[src/rtl/mbmt_pkg.sv]
// Shared types and codes for the binding match table.
package mbmt_pkg;

  localparam int MAX_BINDINGS_DEF = 32;

  typedef enum logic [2:0] {
    OP_ADD        = 3'd0,
    OP_REMOVE     = 3'd1,
    OP_CLEAR      = 3'd2,
    OP_MATCH_TRIG = 3'd3,
    OP_MATCH_MIDI = 3'd4,
    OP_MATCH_KEY  = 3'd5
  } op_t;

  localparam logic [2:0] TRIG_NONE = 3'd0;
  localparam logic [2:0] TRIG_NOTE = 3'd1;
  localparam logic [2:0] TRIG_CC   = 3'd2;
  localparam logic [2:0] TRIG_PROG = 3'd3;
  localparam logic [2:0] TRIG_KEY  = 3'd4;

  localparam logic [2:0] ACT_NONE  = 3'd0;

  localparam logic [3:0] MIDI_NOTE_ON = 4'h9;
  localparam logic [3:0] MIDI_CC      = 4'hB;
  localparam logic [3:0] MIDI_PROG    = 4'hC;

  typedef enum logic [1:0] {
    ST_IDLE,
    ST_SCAN,
    ST_HOLD
  } state_t;

  typedef struct packed {
    logic [2:0]  ttype;
    logic [4:0]  tchan;
    logic [15:0] tnum;
    logic [2:0]  atype;
    logic [7:0]  aidx;
  } entry_t;

  // Match token handed from cell to cell.
  typedef struct packed {
    logic       active;
    logic       found;
    logic [2:0] kind;
    logic [7:0] slot;
  } token_t;

  // Broadcast control from the sequencer to every cell.
  typedef struct packed {
    logic        do_add;
    logic        do_remove;
    entry_t      new_entry;
    logic [2:0]  q_type;
    logic [4:0]  q_chan;
    logic [15:0] q_num;
  } cell_ctl_t;

endpackage

[src/rtl/mbmt_if.sv]
// Handshake channels for requests and results of the binding match table.
interface mbmt_req_if;
  logic        valid;
  logic        ready;
  logic [2:0]  op;
  logic [2:0]  trig_type;
  logic [4:0]  trig_channel;
  logic [15:0] trig_number;
  logic [2:0]  act_type;
  logic [7:0]  act_index;
  logic [7:0]  entry_index;
  logic [7:0]  midi_status;
  logic [6:0]  midi_data1;
  logic [6:0]  midi_data2;
  logic [15:0] key_code;

  modport source (
    output valid, op, trig_type, trig_channel, trig_number, act_type, act_index,
           entry_index, midi_status, midi_data1, midi_data2, key_code,
    input  ready
  );
  modport sink (
    input  valid, op, trig_type, trig_channel, trig_number, act_type, act_index,
           entry_index, midi_status, midi_data1, midi_data2, key_code,
    output ready
  );
endinterface

interface mbmt_rsp_if;
  logic       valid;
  logic       ready;
  logic [2:0] action_kind;
  logic [7:0] action_slot;
  logic [5:0] entry_count;
  logic       add_dropped;

  modport source (
    output valid, action_kind, action_slot, entry_count, add_dropped,
    input  ready
  );
  modport sink (
    input  valid, action_kind, action_slot, entry_count, add_dropped,
    output ready
  );
endinterface

[src/rtl/mbmt_cell.sv]
// One table position: holds a binding, shifts on remove, checks the passing match token.
module mbmt_cell #(
  parameter int CELL_INDEX = 0,
  parameter int CW         = 6
) (
  input  logic               clk,
  input  logic               rst,
  input  mbmt_pkg::cell_ctl_t ctl,
  input  logic [CW-1:0]      count,
  input  logic [CW-1:0]      rm_start,
  input  mbmt_pkg::entry_t   nb_entry,
  output mbmt_pkg::entry_t   entry,
  input  mbmt_pkg::token_t   tok_in,
  output mbmt_pkg::token_t   tok_out
);
  import mbmt_pkg::*;

  localparam logic [CW-1:0] MY_POS = CW'(CELL_INDEX);

  logic in_use;
  logic chan_ok;
  logic hit;

  assign in_use  = MY_POS < count;
  assign chan_ok = (entry.tchan == 5'd0) || (ctl.q_chan == 5'd0) ||
                   (entry.tchan == ctl.q_chan);
  assign hit = tok_in.active && !tok_in.found && in_use &&
               (ctl.q_type != TRIG_NONE) && (entry.ttype == ctl.q_type) &&
               (entry.tnum == ctl.q_num) && chan_ok;

  // Add lands at the first free slot; remove pulls the neighbor down.
  always_ff @(posedge clk) begin
    if (ctl.do_add && (count == MY_POS)) begin
      entry <= ctl.new_entry;
    end else if (ctl.do_remove && (MY_POS >= rm_start)) begin
      entry <= nb_entry;
    end
  end

  always_ff @(posedge clk) begin
    if (rst) begin
      tok_out.active <= 1'b0;
      tok_out.found  <= 1'b0;
    end else begin
      tok_out.active <= tok_in.active;
      tok_out.found  <= tok_in.found | hit;
    end
  end

  always_ff @(posedge clk) begin
    tok_out.kind <= hit ? entry.atype : tok_in.kind;
    tok_out.slot <= hit ? entry.aidx  : tok_in.slot;
  end

endmodule

[src/rtl/midi_binding_match_table.sv]
// Top level of the binding match table: sequencer, result register and the row of cells.
//
// Usage:
//   req carries one operation per item (add, remove, clear, or one of three
//   match forms); rsp returns exactly one result item per request with the
//   matched action, the binding count after the operation and the add-full flag.
//   Both channels move an item when valid and ready are high at a clock edge.
// Timing:
//   One request is in work at a time; req.ready is high while the sequencer idles.
//   Add, remove and clear update the table at the accept edge; the sequencer then
//   holds their result. A match registers a launch flag and sends a token down the row of
//   MAX_BINDINGS cells, one cell per cycle; the sequencer holds the result once the
//   token leaves the last cell. A held result moves into the output register when it
//   is free, and req.ready returns as it does.
// Reset:
//   rst (synchronous) empties the table (count 0) and drops any pending result.
//   Table contents are not cleared; only positions below the count are read.
// Stall:
//   A result waits in the output register while rsp.ready is low; a finished
//   next result waits in the sequencer until the register frees up.
module midi_binding_match_table #(
  parameter int MAX_BINDINGS = mbmt_pkg::MAX_BINDINGS_DEF
) (
  input logic       clk,
  input logic       rst,
  mbmt_req_if.sink  req,
  mbmt_rsp_if.source rsp
);
  import mbmt_pkg::*;

  localparam int CW = $clog2(MAX_BINDINGS + 1);
  localparam int IW = (CW > 8) ? CW : 8;
  localparam logic [CW-1:0] FULL_COUNT = CW'(MAX_BINDINGS);

  state_t state, state_next;

  logic [CW-1:0] count;
  logic          req_fire;
  logic          is_full;
  logic          rm_ok;
  logic          is_match;
  logic          rsp_load;

  logic [3:0]    midi_hi;
  logic [4:0]    midi_chan;
  logic [2:0]    midi_type;
  logic [2:0]    qt_next;
  logic [4:0]    qc_next;
  logic [15:0]   qn_next;

  logic [2:0]    q_type;
  logic [4:0]    q_chan;
  logic [15:0]   q_num;
  logic          launch;

  logic [2:0]    pend_kind;
  logic [7:0]    pend_slot;
  logic          pend_dropped;

  logic          rsp_valid;
  logic [2:0]    rsp_kind;
  logic [7:0]    rsp_slot;
  logic [5:0]    rsp_count;
  logic          rsp_dropped;

  cell_ctl_t     ctl;
  logic [CW-1:0] rm_start;
  entry_t        ent [MAX_BINDINGS];
  token_t        tok [MAX_BINDINGS+1];
  logic [MAX_BINDINGS-1:0] tok_active;

  assign req.ready = (state == ST_IDLE);
  assign req_fire  = req.valid && req.ready;
  assign is_full   = (count == FULL_COUNT);
  assign rm_ok     = IW'(req.entry_index) < IW'(count);
  assign is_match  = (req.op == OP_MATCH_TRIG) || (req.op == OP_MATCH_MIDI) ||
                     (req.op == OP_MATCH_KEY);

  // MIDI message classification
  assign midi_hi   = req.midi_status[7:4];
  assign midi_chan = (req.midi_status >= 8'h80 && req.midi_status <= 8'hEF) ?
                     ({1'b0, req.midi_status[3:0]} + 5'd1) : 5'd0;

  always_comb begin
    case (midi_hi)
      MIDI_NOTE_ON: midi_type = (req.midi_data2 != 7'd0) ? TRIG_NOTE : TRIG_NONE;
      MIDI_CC:      midi_type = TRIG_CC;
      MIDI_PROG:    midi_type = TRIG_PROG;
      default:      midi_type = TRIG_NONE;
    endcase
  end

  always_comb begin
    case (req.op)
      OP_MATCH_TRIG: begin
        qt_next = req.trig_type;
        qc_next = req.trig_channel;
        qn_next = req.trig_number;
      end
      OP_MATCH_MIDI: begin
        qt_next = midi_type;
        qc_next = midi_chan;
        qn_next = {9'd0, req.midi_data1};
      end
      OP_MATCH_KEY: begin
        qt_next = TRIG_KEY;
        qc_next = 5'd0;
        qn_next = req.key_code;
      end
      default: begin
        qt_next = TRIG_NONE;
        qc_next = 5'd0;
        qn_next = 16'd0;
      end
    endcase
  end

  // Broadcast to the cells
  always_comb begin
    ctl.do_add          = req_fire && (req.op == OP_ADD) && !is_full;
    ctl.do_remove       = req_fire && (req.op == OP_REMOVE) && rm_ok;
    ctl.new_entry.ttype = req.trig_type;
    ctl.new_entry.tchan = req.trig_channel;
    ctl.new_entry.tnum  = req.trig_number;
    ctl.new_entry.atype = req.act_type;
    ctl.new_entry.aidx  = req.act_index;
    ctl.q_type          = q_type;
    ctl.q_chan          = q_chan;
    ctl.q_num           = q_num;
  end

  // Only used when the remove is in range, so it fits in the count width.
  assign rm_start = CW'(req.entry_index);

  assign tok[0] = '{active: launch, found: 1'b0, kind: ACT_NONE, slot: 8'd0};

  for (genvar i = 0; i < MAX_BINDINGS; i++) begin : g_cell
    entry_t nb;
    if (i == MAX_BINDINGS - 1) begin : g_last
      assign nb = ent[i];
    end else begin : g_mid
      assign nb = ent[i+1];
    end

    mbmt_cell #(
      .CELL_INDEX (i),
      .CW         (CW)
    ) u_cell (
      .clk      (clk),
      .rst      (rst),
      .ctl      (ctl),
      .count    (count),
      .rm_start (rm_start),
      .nb_entry (nb),
      .entry    (ent[i]),
      .tok_in   (tok[i]),
      .tok_out  (tok[i+1])
    );

    assign tok_active[i] = tok[i+1].active;
  end

  assign rsp_load = (state == ST_HOLD) && (!rsp_valid || rsp.ready);

  always_ff @(posedge clk) begin
    if (rst) begin
      state <= ST_IDLE;
    end else begin
      state <= state_next;
    end
  end

  always_comb begin
    state_next = state;
    case (state)
      ST_IDLE: begin
        if (req_fire) begin
          state_next = is_match ? ST_SCAN : ST_HOLD;
        end
      end
      ST_SCAN: begin
        if (tok[MAX_BINDINGS].active) begin
          state_next = ST_HOLD;
        end
      end
      ST_HOLD: begin
        if (rsp_load) begin
          state_next = ST_IDLE;
        end
      end
      default: state_next = ST_IDLE;
    endcase
  end

  always_ff @(posedge clk) begin
    if (rst) begin
      count  <= '0;
      launch <= 1'b0;
    end else begin
      launch <= req_fire && is_match;
      if (ctl.do_add) begin
        count <= count + CW'(1);
      end else if (ctl.do_remove) begin
        count <= count - CW'(1);
      end else if (req_fire && (req.op == OP_CLEAR)) begin
        count <= '0;
      end
    end
  end

  always_ff @(posedge clk) begin
    if (req_fire) begin
      q_type       <= qt_next;
      q_chan       <= qc_next;
      q_num        <= qn_next;
      pend_kind    <= ACT_NONE;
      pend_slot    <= 8'd0;
      pend_dropped <= (req.op == OP_ADD) && is_full;
    end else if ((state == ST_SCAN) && tok[MAX_BINDINGS].active) begin
      pend_kind    <= tok[MAX_BINDINGS].kind;
      pend_slot    <= tok[MAX_BINDINGS].slot;
    end
  end

  // Output register
  always_ff @(posedge clk) begin
    if (rst) begin
      rsp_valid <= 1'b0;
    end else if (rsp_load) begin
      rsp_valid <= 1'b1;
    end else if (rsp.ready) begin
      rsp_valid <= 1'b0;
    end
  end

  always_ff @(posedge clk) begin
    if (rsp_load) begin
      rsp_kind    <= pend_kind;
      rsp_slot    <= pend_slot;
      rsp_count   <= 6'(count);
      rsp_dropped <= pend_dropped;
    end
  end

  assign rsp.valid       = rsp_valid;
  assign rsp.action_kind = rsp_kind;
  assign rsp.action_slot = rsp_slot;
  assign rsp.entry_count = rsp_count;
  assign rsp.add_dropped = rsp_dropped;

`ifndef SYNTH
  a_count_range: assert property (@(posedge clk) disable iff (rst)
    count <= FULL_COUNT)
    else $error("binding count above table size");

  a_one_token: assert property (@(posedge clk) disable iff (rst)
    $countones(tok_active) <= 1)
    else $error("more than one match token in the row");

  a_token_in_scan: assert property (@(posedge clk) disable iff (rst)
    tok[MAX_BINDINGS].active |-> (state == ST_SCAN))
    else $error("match token finished outside a scan");

  a_add_counts: assert property (@(posedge clk) disable iff (rst)
    ctl.do_add |=> (count == $past(count) + CW'(1)))
    else $error("add did not grow the table");

  a_clear_empties: assert property (@(posedge clk) disable iff (rst)
    (req_fire && (req.op == OP_CLEAR)) |=> (count == '0))
    else $error("clear left bindings");
`endif

endmodule
[src/flat_wrapper.sv]
// flat-port wrapper written by rule: the top's interface ports become plain ports
module midi_binding_match_table_flat import mbmt_pkg::*;
#(
  parameter int MAX_BINDINGS = mbmt_pkg::MAX_BINDINGS_DEF
)
  (clk, rst, req_valid, req_op, req_trig_type, req_trig_channel, req_trig_number, req_act_type, req_act_index, req_entry_index, req_midi_status, req_midi_data1, req_midi_data2, req_key_code, req_ready, rsp_valid, rsp_action_kind, rsp_action_slot, rsp_entry_count, rsp_add_dropped, rsp_ready);
  mbmt_req_if req_i ();
  mbmt_rsp_if rsp_i ();
  input logic clk;
  input logic rst;
  input wire logic [$bits(req_i.valid)-1:0] req_valid;
  input wire logic [$bits(req_i.op)-1:0] req_op;
  input wire logic [$bits(req_i.trig_type)-1:0] req_trig_type;
  input wire logic [$bits(req_i.trig_channel)-1:0] req_trig_channel;
  input wire logic [$bits(req_i.trig_number)-1:0] req_trig_number;
  input wire logic [$bits(req_i.act_type)-1:0] req_act_type;
  input wire logic [$bits(req_i.act_index)-1:0] req_act_index;
  input wire logic [$bits(req_i.entry_index)-1:0] req_entry_index;
  input wire logic [$bits(req_i.midi_status)-1:0] req_midi_status;
  input wire logic [$bits(req_i.midi_data1)-1:0] req_midi_data1;
  input wire logic [$bits(req_i.midi_data2)-1:0] req_midi_data2;
  input wire logic [$bits(req_i.key_code)-1:0] req_key_code;
  output wire logic [$bits(req_i.ready)-1:0] req_ready;
  output wire logic [$bits(rsp_i.valid)-1:0] rsp_valid;
  output wire logic [$bits(rsp_i.action_kind)-1:0] rsp_action_kind;
  output wire logic [$bits(rsp_i.action_slot)-1:0] rsp_action_slot;
  output wire logic [$bits(rsp_i.entry_count)-1:0] rsp_entry_count;
  output wire logic [$bits(rsp_i.add_dropped)-1:0] rsp_add_dropped;
  input wire logic [$bits(rsp_i.ready)-1:0] rsp_ready;
  assign req_i.valid = req_valid;
  assign req_i.op = req_op;
  assign req_i.trig_type = req_trig_type;
  assign req_i.trig_channel = req_trig_channel;
  assign req_i.trig_number = req_trig_number;
  assign req_i.act_type = req_act_type;
  assign req_i.act_index = req_act_index;
  assign req_i.entry_index = req_entry_index;
  assign req_i.midi_status = req_midi_status;
  assign req_i.midi_data1 = req_midi_data1;
  assign req_i.midi_data2 = req_midi_data2;
  assign req_i.key_code = req_key_code;
  assign req_ready = req_i.ready;
  assign rsp_valid = rsp_i.valid;
  assign rsp_action_kind = rsp_i.action_kind;
  assign rsp_action_slot = rsp_i.action_slot;
  assign rsp_entry_count = rsp_i.entry_count;
  assign rsp_add_dropped = rsp_i.add_dropped;
  assign rsp_i.ready = rsp_ready;
  midi_binding_match_table #(.MAX_BINDINGS(MAX_BINDINGS)) u_core (.clk(clk), .rst(rst), .req(req_i), .rsp(rsp_i));
endmodule
[config.mk]
export PLATFORM = sky130hd
export DESIGN_NAME = midi_binding_match_table_flat
export DESIGN_NICKNAME = d
export VERILOG_FILES = /design/src/rtl/mbmt_pkg.sv /design/src/rtl/mbmt_if.sv /design/src/rtl/mbmt_cell.sv /design/src/rtl/midi_binding_match_table.sv /design/src/flat_wrapper.sv
export SDC_FILE = /design/constraint.sdc
export NUM_CORES = 2
export LEC_CHECK = 0
export BUFFER_PORTS_ARGS = -buffer_cell sky130_fd_sc_hd__buf_4
export CORE_MARGIN = 2
export CORE_UTILIZATION = 60
export DETAILED_ROUTE_END_ITERATION = 8
export GPL_ROUTABILITY_DRIVEN = 0
export PLACE_DENSITY = 0.83
export SLEW_MARGIN = 10
export SYNTH_ARGS = -nofsm -noshare
export SYNTH_HDL_FRONTEND = slang
export SYNTH_SLANG_ARGS = --single-unit
[constraint.sdc]
create_clock -name clk -period 6.8 [get_ports clk]
set_clock_uncertainty 0.15 [all_clocks]
set_input_delay 1.36 -clock clk [delete_from_list [all_inputs] [get_ports clk]]
set_output_delay 1.36 -clock clk [all_outputs]
set_load 0.1 [all_outputs]
# After elaboration in Yosys (flattened, before gate mapping)
# Cells that the tools add are included.
[totals] reg_bits=1599 out_inout_bits=20 input_bits=88
[classes] order_cmp=66 n_addsub=3 eq_ne=141 mux=140 n_reduce_logical=437 bitwise_logic=30
[op_table] operator="35-bit 2-to-1 mux" n=62
[op_table] operator="16-bit == test" n=32
[op_table] operator="1-bit logical AND" n=265
[op_table] operator="8-bit 2-to-1 mux" n=31
[op_table] operator="5-bit zero test" n=33
[op_table] operator="5-bit == test" n=32
[op_table] operator="3-bit == test" n=32
[op_table] operator="6-bit by 5-bit == test with 1-bit output, second input constant" n=16
[op_table] operator="5-bit by 6-bit less-than comparator with 1-bit output, first input constant" n=16
[op_table] operator="3-bit 2-to-1 mux" n=31
[op_table] operator="5-bit by 6-bit greater-or-equal comparator with 1-bit output, first input constant" n=15
[op_table] operator="1-bit logical OR" n=67
[op_table] operator="2-bit nonzero test" n=32
[op_table] operator="6-bit by 4-bit == test with 1-bit output, second input constant" n=8
[op_table] operator="4-bit by 6-bit greater-or-equal comparator with 1-bit output, first input constant" n=8
[op_table] operator="4-bit by 6-bit less-than comparator with 1-bit output, first input constant" n=8
[op_table] operator="16-bit case mux with 3 select lines" n=1
[op_table] operator="1-bit zero test" n=33
[op_table] operator="1-bit OR" n=30
[op_table] operator="6-bit by 3-bit == test with 1-bit output, second input constant" n=4
[op_table] operator="3-bit by 6-bit greater-or-equal comparator with 1-bit output, first input constant" n=4
[op_table] operator="3-bit by 6-bit less-than comparator with 1-bit output, first input constant" n=4
[op_table] operator="6-bit 2-to-1 mux" n=3
[op_table] operator="3-bit case mux with 3 select lines" n=2
[op_table] operator="other kinds (32)" n=48

# Logic depth before layout (Yosys ltp)
[depth] depth_word=8 depth_mapped=11 depth_no_buf=8

# Modules after synthesis
# From an unflattened synthesis, not the netlist that was laid out.
[unflattened] hier_cells=4987 area_unflattened_um2=76113.0
[by_module_without_submodules] module="mbmt_cell (u_core.g_cell[6].u_cell ...)" area_per_inst_um2=2285.9 n_inst=2 cells_per_inst=149
[by_module_without_submodules] module="midi_binding_match_table" area_per_inst_um2=3030.4 n_inst=1 cells_per_inst=270
[by_module_without_submodules] module="mbmt_cell (u_core.g_cell[1].u_cell)" area_per_inst_um2=2417.3 n_inst=1 cells_per_inst=147
[by_module_without_submodules] module="mbmt_cell (u_core.g_cell[17].u_cell)" area_per_inst_um2=2308.5 n_inst=1 cells_per_inst=147
[by_module_without_submodules] module="mbmt_cell (u_core.g_cell[26].u_cell)" area_per_inst_um2=2303.5 n_inst=1 cells_per_inst=151
[by_module_without_submodules] module="mbmt_cell (u_core.g_cell[18].u_cell)" area_per_inst_um2=2299.7 n_inst=1 cells_per_inst=150
[by_module_without_submodules] module="mbmt_cell (u_core.g_cell[27].u_cell)" area_per_inst_um2=2296.0 n_inst=1 cells_per_inst=147
[by_module_without_submodules] module="mbmt_cell (u_core.g_cell[2].u_cell)" area_per_inst_um2=2293.4 n_inst=1 cells_per_inst=147
[by_module_without_submodules] module="mbmt_cell (u_core.g_cell[10].u_cell)" area_per_inst_um2=2292.2 n_inst=1 cells_per_inst=149
[by_module_without_submodules] module="mbmt_cell (u_core.g_cell[21].u_cell)" area_per_inst_um2=2290.9 n_inst=1 cells_per_inst=148
[by_module_without_submodules] module="mbmt_cell (u_core.g_cell[7].u_cell)" area_per_inst_um2=2289.7 n_inst=1 cells_per_inst=145
[by_module_without_submodules] module="mbmt_cell (u_core.g_cell[5].u_cell)" area_per_inst_um2=2285.9 n_inst=1 cells_per_inst=147
[by_module_without_submodules] module="mbmt_cell (u_core.g_cell[23].u_cell)" area_per_inst_um2=2283.4 n_inst=1 cells_per_inst=145
[by_module_without_submodules] module="mbmt_cell (u_core.g_cell[24].u_cell)" area_per_inst_um2=2283.4 n_inst=1 cells_per_inst=148
[by_module_without_submodules] module="18 more rows"

# Worst setup path before layout
# No wires, ideal clock.
[synth_timing] path_kind="input -> register" startpoint="input port req_entry_index[2]" endpoint="register u_core.g_cell[0].u_cell.entry[0] (netlist bit) (enable)" path_slack_ps=679 path_buffers=0 required_ps=6174 arrival_ps=5495 stages=7 path_cell_list="ha_1 a211o_1 a31oi_1 o21ai_0 or3_1 or3_1 o21ai_0"
[synth_between] elab_chain_len=4
[synth_rtl] element="from (decl)" line="flat_wrapper.sv:18" source="input wire logic [$bits(req_i.entry_index)-1:0] req_entry_index;"
[synth_rtl] element="8-bit by 6-bit less-than comparator with 1-bit output" line="midi_binding_match_table.sv:75" source="assign rm_ok = IW'(req.entry_index) < IW'(count);"
[synth_rtl] element="1-bit logical AND" line="midi_binding_match_table.sv:121" source="ctl.do_remove = req_fire && (req.op == OP_REMOVE) && rm_ok;"
[synth_rtl] element="1-bit logical AND (*)" line="mbmt_cell.sv:35" source="end else if (ctl.do_remove && (MY_POS >= rm_start)) begin"
[synth_rtl] element="2-bit nonzero test (no line) (*)"
[synth_rtl] element="to (signal assigned)" line="mbmt_cell.sv:34" source="entry <= ctl.new_entry;"
[synth_rtl] element="to (signal assigned)" line="mbmt_cell.sv:36" source="entry <= nb_entry;"
[synth_rtl] element="to (decl)" line="mbmt_cell.sv:12" source="output mbmt_pkg::entry_t entry,"
# Mark *: on every way between the ends. The rest lies on a longest branch, timed or not.
# A chain may end at the register's enable or synchronous reset.

# Worst setup path in the final report
[layout_timing] startpoint="register u_core.count[0]" endpoint="register u_core.g_cell[2].u_cell.entry[4] (netlist bit) (data pin)"
[layout_between] elab_chain_len=5
[layout_rtl] element="from (decl)" line="midi_binding_match_table.sv:37" source="logic [CW-1:0] count;"
[layout_rtl] element="from (signal assigned)" line="midi_binding_match_table.sv:202" source="count <= count + CW'(1);"
[layout_rtl] element="from (signal assigned)" line="midi_binding_match_table.sv:204" source="count <= count - CW'(1);"
[layout_rtl] element="6-bit == test" line="midi_binding_match_table.sv:74" source="assign is_full = (count == FULL_COUNT);"
[layout_rtl] element="1-bit zero test" line="midi_binding_match_table.sv:120" source="ctl.do_add = req_fire && (req.op == OP_ADD) && !is_full;"
[layout_rtl] element="1-bit logical AND" line="midi_binding_match_table.sv:120"
[layout_rtl] element="1-bit logical AND (*)" line="mbmt_cell.sv:33" source="if (ctl.do_add && (count == MY_POS)) begin"
[layout_rtl] element="35-bit 2-to-1 mux (*)" line="mbmt_cell.sv:33"
[layout_rtl] element="to (signal assigned)" line="mbmt_cell.sv:34"
[layout_rtl] element="to (signal assigned)" line="mbmt_cell.sv:36"
[layout_rtl] element="to (decl)" line="mbmt_cell.sv:12"
# Marked as above.

==> summary.txt <==
STA
  – Final period util: 0.7338
  – WHS: about 0.28 ns
  – Setup TNS: 0 ns
  – Final worst setup slack: 1.810 ns
  – Final hold vios: 0
  – Fmax: 200.4 MHz
  – Relative max-transition margin: 0.1127
  – Slew @ Worst Pin: 1.328 ns
  – RSZ-0062 raised after global routing: false
  – Final setup fails: 0
  – Final Max Slew Viols: 0
  – Tmin final: 4.990 ns

Detailed routing
  – DRT Pass-1 Iters: 9
  – Final WL: 214.8 mm
  – Vias/cell: between 6 and 7
  – DR vias: approximately 45000
  – DRC: 0
  – Initial DRC count: 5659
  – Detail Route Antenna Nets: 0
  – Drt wl/cell: 31.63 µm

Synth
  – Synth cell types: 55
  – Main flop type after synthesis: edfxtp_1
  – YS warnings: 0
  – Mean Syn Cell Area: 14.65 µm²
  – Post-synth EDFFs: 1163
  – Post-Syn Area: 73180 µm²
  – Synth area leader: edfxtp_1
  – Post-synth ARST share: 0
  – Largest cells by area after synthesis: edfxtp_1 (48%), mux2_2 (22%), dfxtp_1 (12%), xor2_1 (5.4%), xnor2_1 (3.8%)
  – Syn_nets: approximately 5100
  – Synthesized instance count: 4994
  – Area share of the largest cell type after synthesis: 0.4772
  – Flops & latches, synth: ~1600
  – Post-synthesis sequential area ratio: 0.5965

Final layout
  – Reg area: 43650 µm²
  – Layout area overhead: 10.93%
  – Share of cells above drive strength 1: 0.3874
  – Post-Layout Cell Count: between 6000 and 7000
  – Fin nets: 5118
  – Fin area: 81180 µm²
  – Multi-input gate area: 28190 µm²
  – Commonest non-fill, non-tap cell in the layout: mux2_2
  – Post-layout util: 0.6687
  – Commonest non-fill, non-tap cells in the layout: mux2_2 (1426), edfxtp_1 (1163), xor2_1 (450), dfxtp_1 (436), xnor2_1 (318)
  – Fill cells: 8367

Die
  – Die area: 124800 µm²
  – Initial core utilization: 0.6029
  – Core area: 121400 µm²
  – Die Span Y: 353.2 µm
  – I/O pin count: 108
  – Die Wd: between 300 and 400 µm
  – FP Rows: 128

Power and ir drop
  – Leak: 28.09 nW
  – Tot Pwr: roughly 21 mW
  – P per Cell Area: 254.0 nW/µm²
  – Max VDD drop: 266.0 µV

Critical path
  – Worst Path Buf+Inv: 1
  – Crit-path max FO: 35
  – Worst setup EP type: flop
  – Crit path arrival time: between 5 and 6 ns
  – Critical path, cell by cell: inv_1 > ha_1 > nand4_1 > and2_1 > nand2_2 > nor2_4 > mux2_2
  – CP startpoint kind: flop
  – Reg-to-Reg Start: u_core.count[0]
  – CP required: between 7 and 8 ns
  – Setup CP Type: reg -> reg
  – Critical-path top delay cell: nor2_4
  – Crit path launch: u_core.count[0]
  – Max incr delay on CP: 1.06 ns
  – Cell family with most CP delay: simple AND/OR/NAND/NOR gates

Clock network
  – Number of buffers inserted during clock tree synthesis: 161
  – Hold buffers post-CTS: 0
  – CTS clk-pin slew, worst paths: roughly 0.060 ns
  – Clock sink count: 1599
  – CTS tree: built
  – Setup bufs post-CTS: 0
  – H-tree levels: 4
  – Clock tree root buffer cell: clkbuf_16
  – Clk Latency, worst-skew pair: 0.81 ns
  – Clock Path Buffers: 3
  – CTS resizes: 0

Run
  – Max cap viols: 0

Placement
  – Pre-CTS WS: ~1.6 ns
  – DP Area: 75680 µm²
  – Dpl hpwl: between 100 and 150 mm
  – DP Cell Count: 6479
  – Number of port buffers: approximately 110

GRT
  – Vias in the first global route: 45500
  – Total global routing overflow: 0
  – Initial antenna violation count: 14
  – First-pass GRT wire length: 309.0 mm
  – Largest net degree at the start of global routing: 54
  – Tot GR Track Use: 0.3404

Run status
  – Status: complete, no violations

Min path
  – Hold Path Origin: u_core.pend_kind[2]
  – Hold crit path type: reg -> reg
where the power goes:
part / internal [mW] / switching, mW / total, mW
combinational: 0.305 / 0.818 / 1.12
sequential: 10.4 / 0.0293 / 10.4
clock: 5.25 / 3.86 / 9.11
metal layers:
layer | GRT usage | wire [µm] | up-vias
met2 | 0.5492 | 101500 | 2832
met3 | 0.07245 | 20490 | 872
met4 | 0.2178 | 15270 | 10
met5 | 0 | 69 | -
li1 | - | - | 18498
met1 | 0.4176 | 77400 | 22558
cells in the mapped netlist, types with 6 or more instances:
master	count
nor4_1	102
a21o_1	13
o22ai_1	6
o211ai_1	7
nor2_1	53
xor2_1	450
a31oi_1	29
clkbuf_1	168
nor3_1	63
nor2b_1	50
dfxtp_1	436
buf_6	8
a21oi_1	23
buf_1	48
a22oi_1	10
mux2_2	1426
nor3b_1	10
edfxtp_1	1163
a211oi_1	6
nand3b_1	7
nand4_1	82
ha_1	12
mux2i_1	19
buf_2	127
inv_1	20
nor2_2	9
xnor2_1	318
nand2b_1	11
nand2_1	55
buf_4	16
or4_1	35
nand3_1	49
o21ba_2	21
nor4b_1	7
and2_1	16
o21ai_0	75
sequential cells by signal, summed over array words and instances, names as in the netlist, 5 cells and up:
register                      flops
u_core.count                      6
u_core.pend_slot                  8
u_core.q_chan                     5
u_core.g_cell.u_cell.tok_out    415
u_core.rsp.action_slot            8
u_core.g_cell.u_cell.entry     1120
u_core.q_num                     16
u_core.rsp.entry_count            6
path summary, 6_finish.rpt:
check	slack [ns]	end	cells past startpoint
hold / removal	0.28	u_core.rsp.action_kind[2]	0
setup reg to reg	1.81	u_core.g_cell[2].u_cell.entry[4]	7
setup / recovery	1.81	u_core.g_cell[2].u_cell.entry[4]	7
hold reg to reg	0.28	u_core.rsp.action_kind[2]	0
cell type report:
type | instances | area share
antenna | 8 | 0.0002466
clock buffer | 234 | 0.05884
clock inverter | 68 | 0.008246
inverter | 20 | 0.0009247
multi-input combinational | 3008 | 0.3473
sequential | 1599 | 0.5377
tap | 1625 | 0.02505
timing repair buffer | 228 | 0.02170
cells by family after synthesis:
kind of cell             Yosys count  share of synthesized area
AO/OA/AOI/OAI                    208                    0.01833
adder cells (fa/ha/maj)           12                   0.002052
multiplexers                    1445                     0.2220
flip-flops                      1599                     0.5965
AND/OR/NAND/NOR                  575                    0.04556
XOR/XNOR                         768                    0.09191
buffers and inverters            387                    0.02366
No activity file was read; power rests on OpenSTA's default activity.
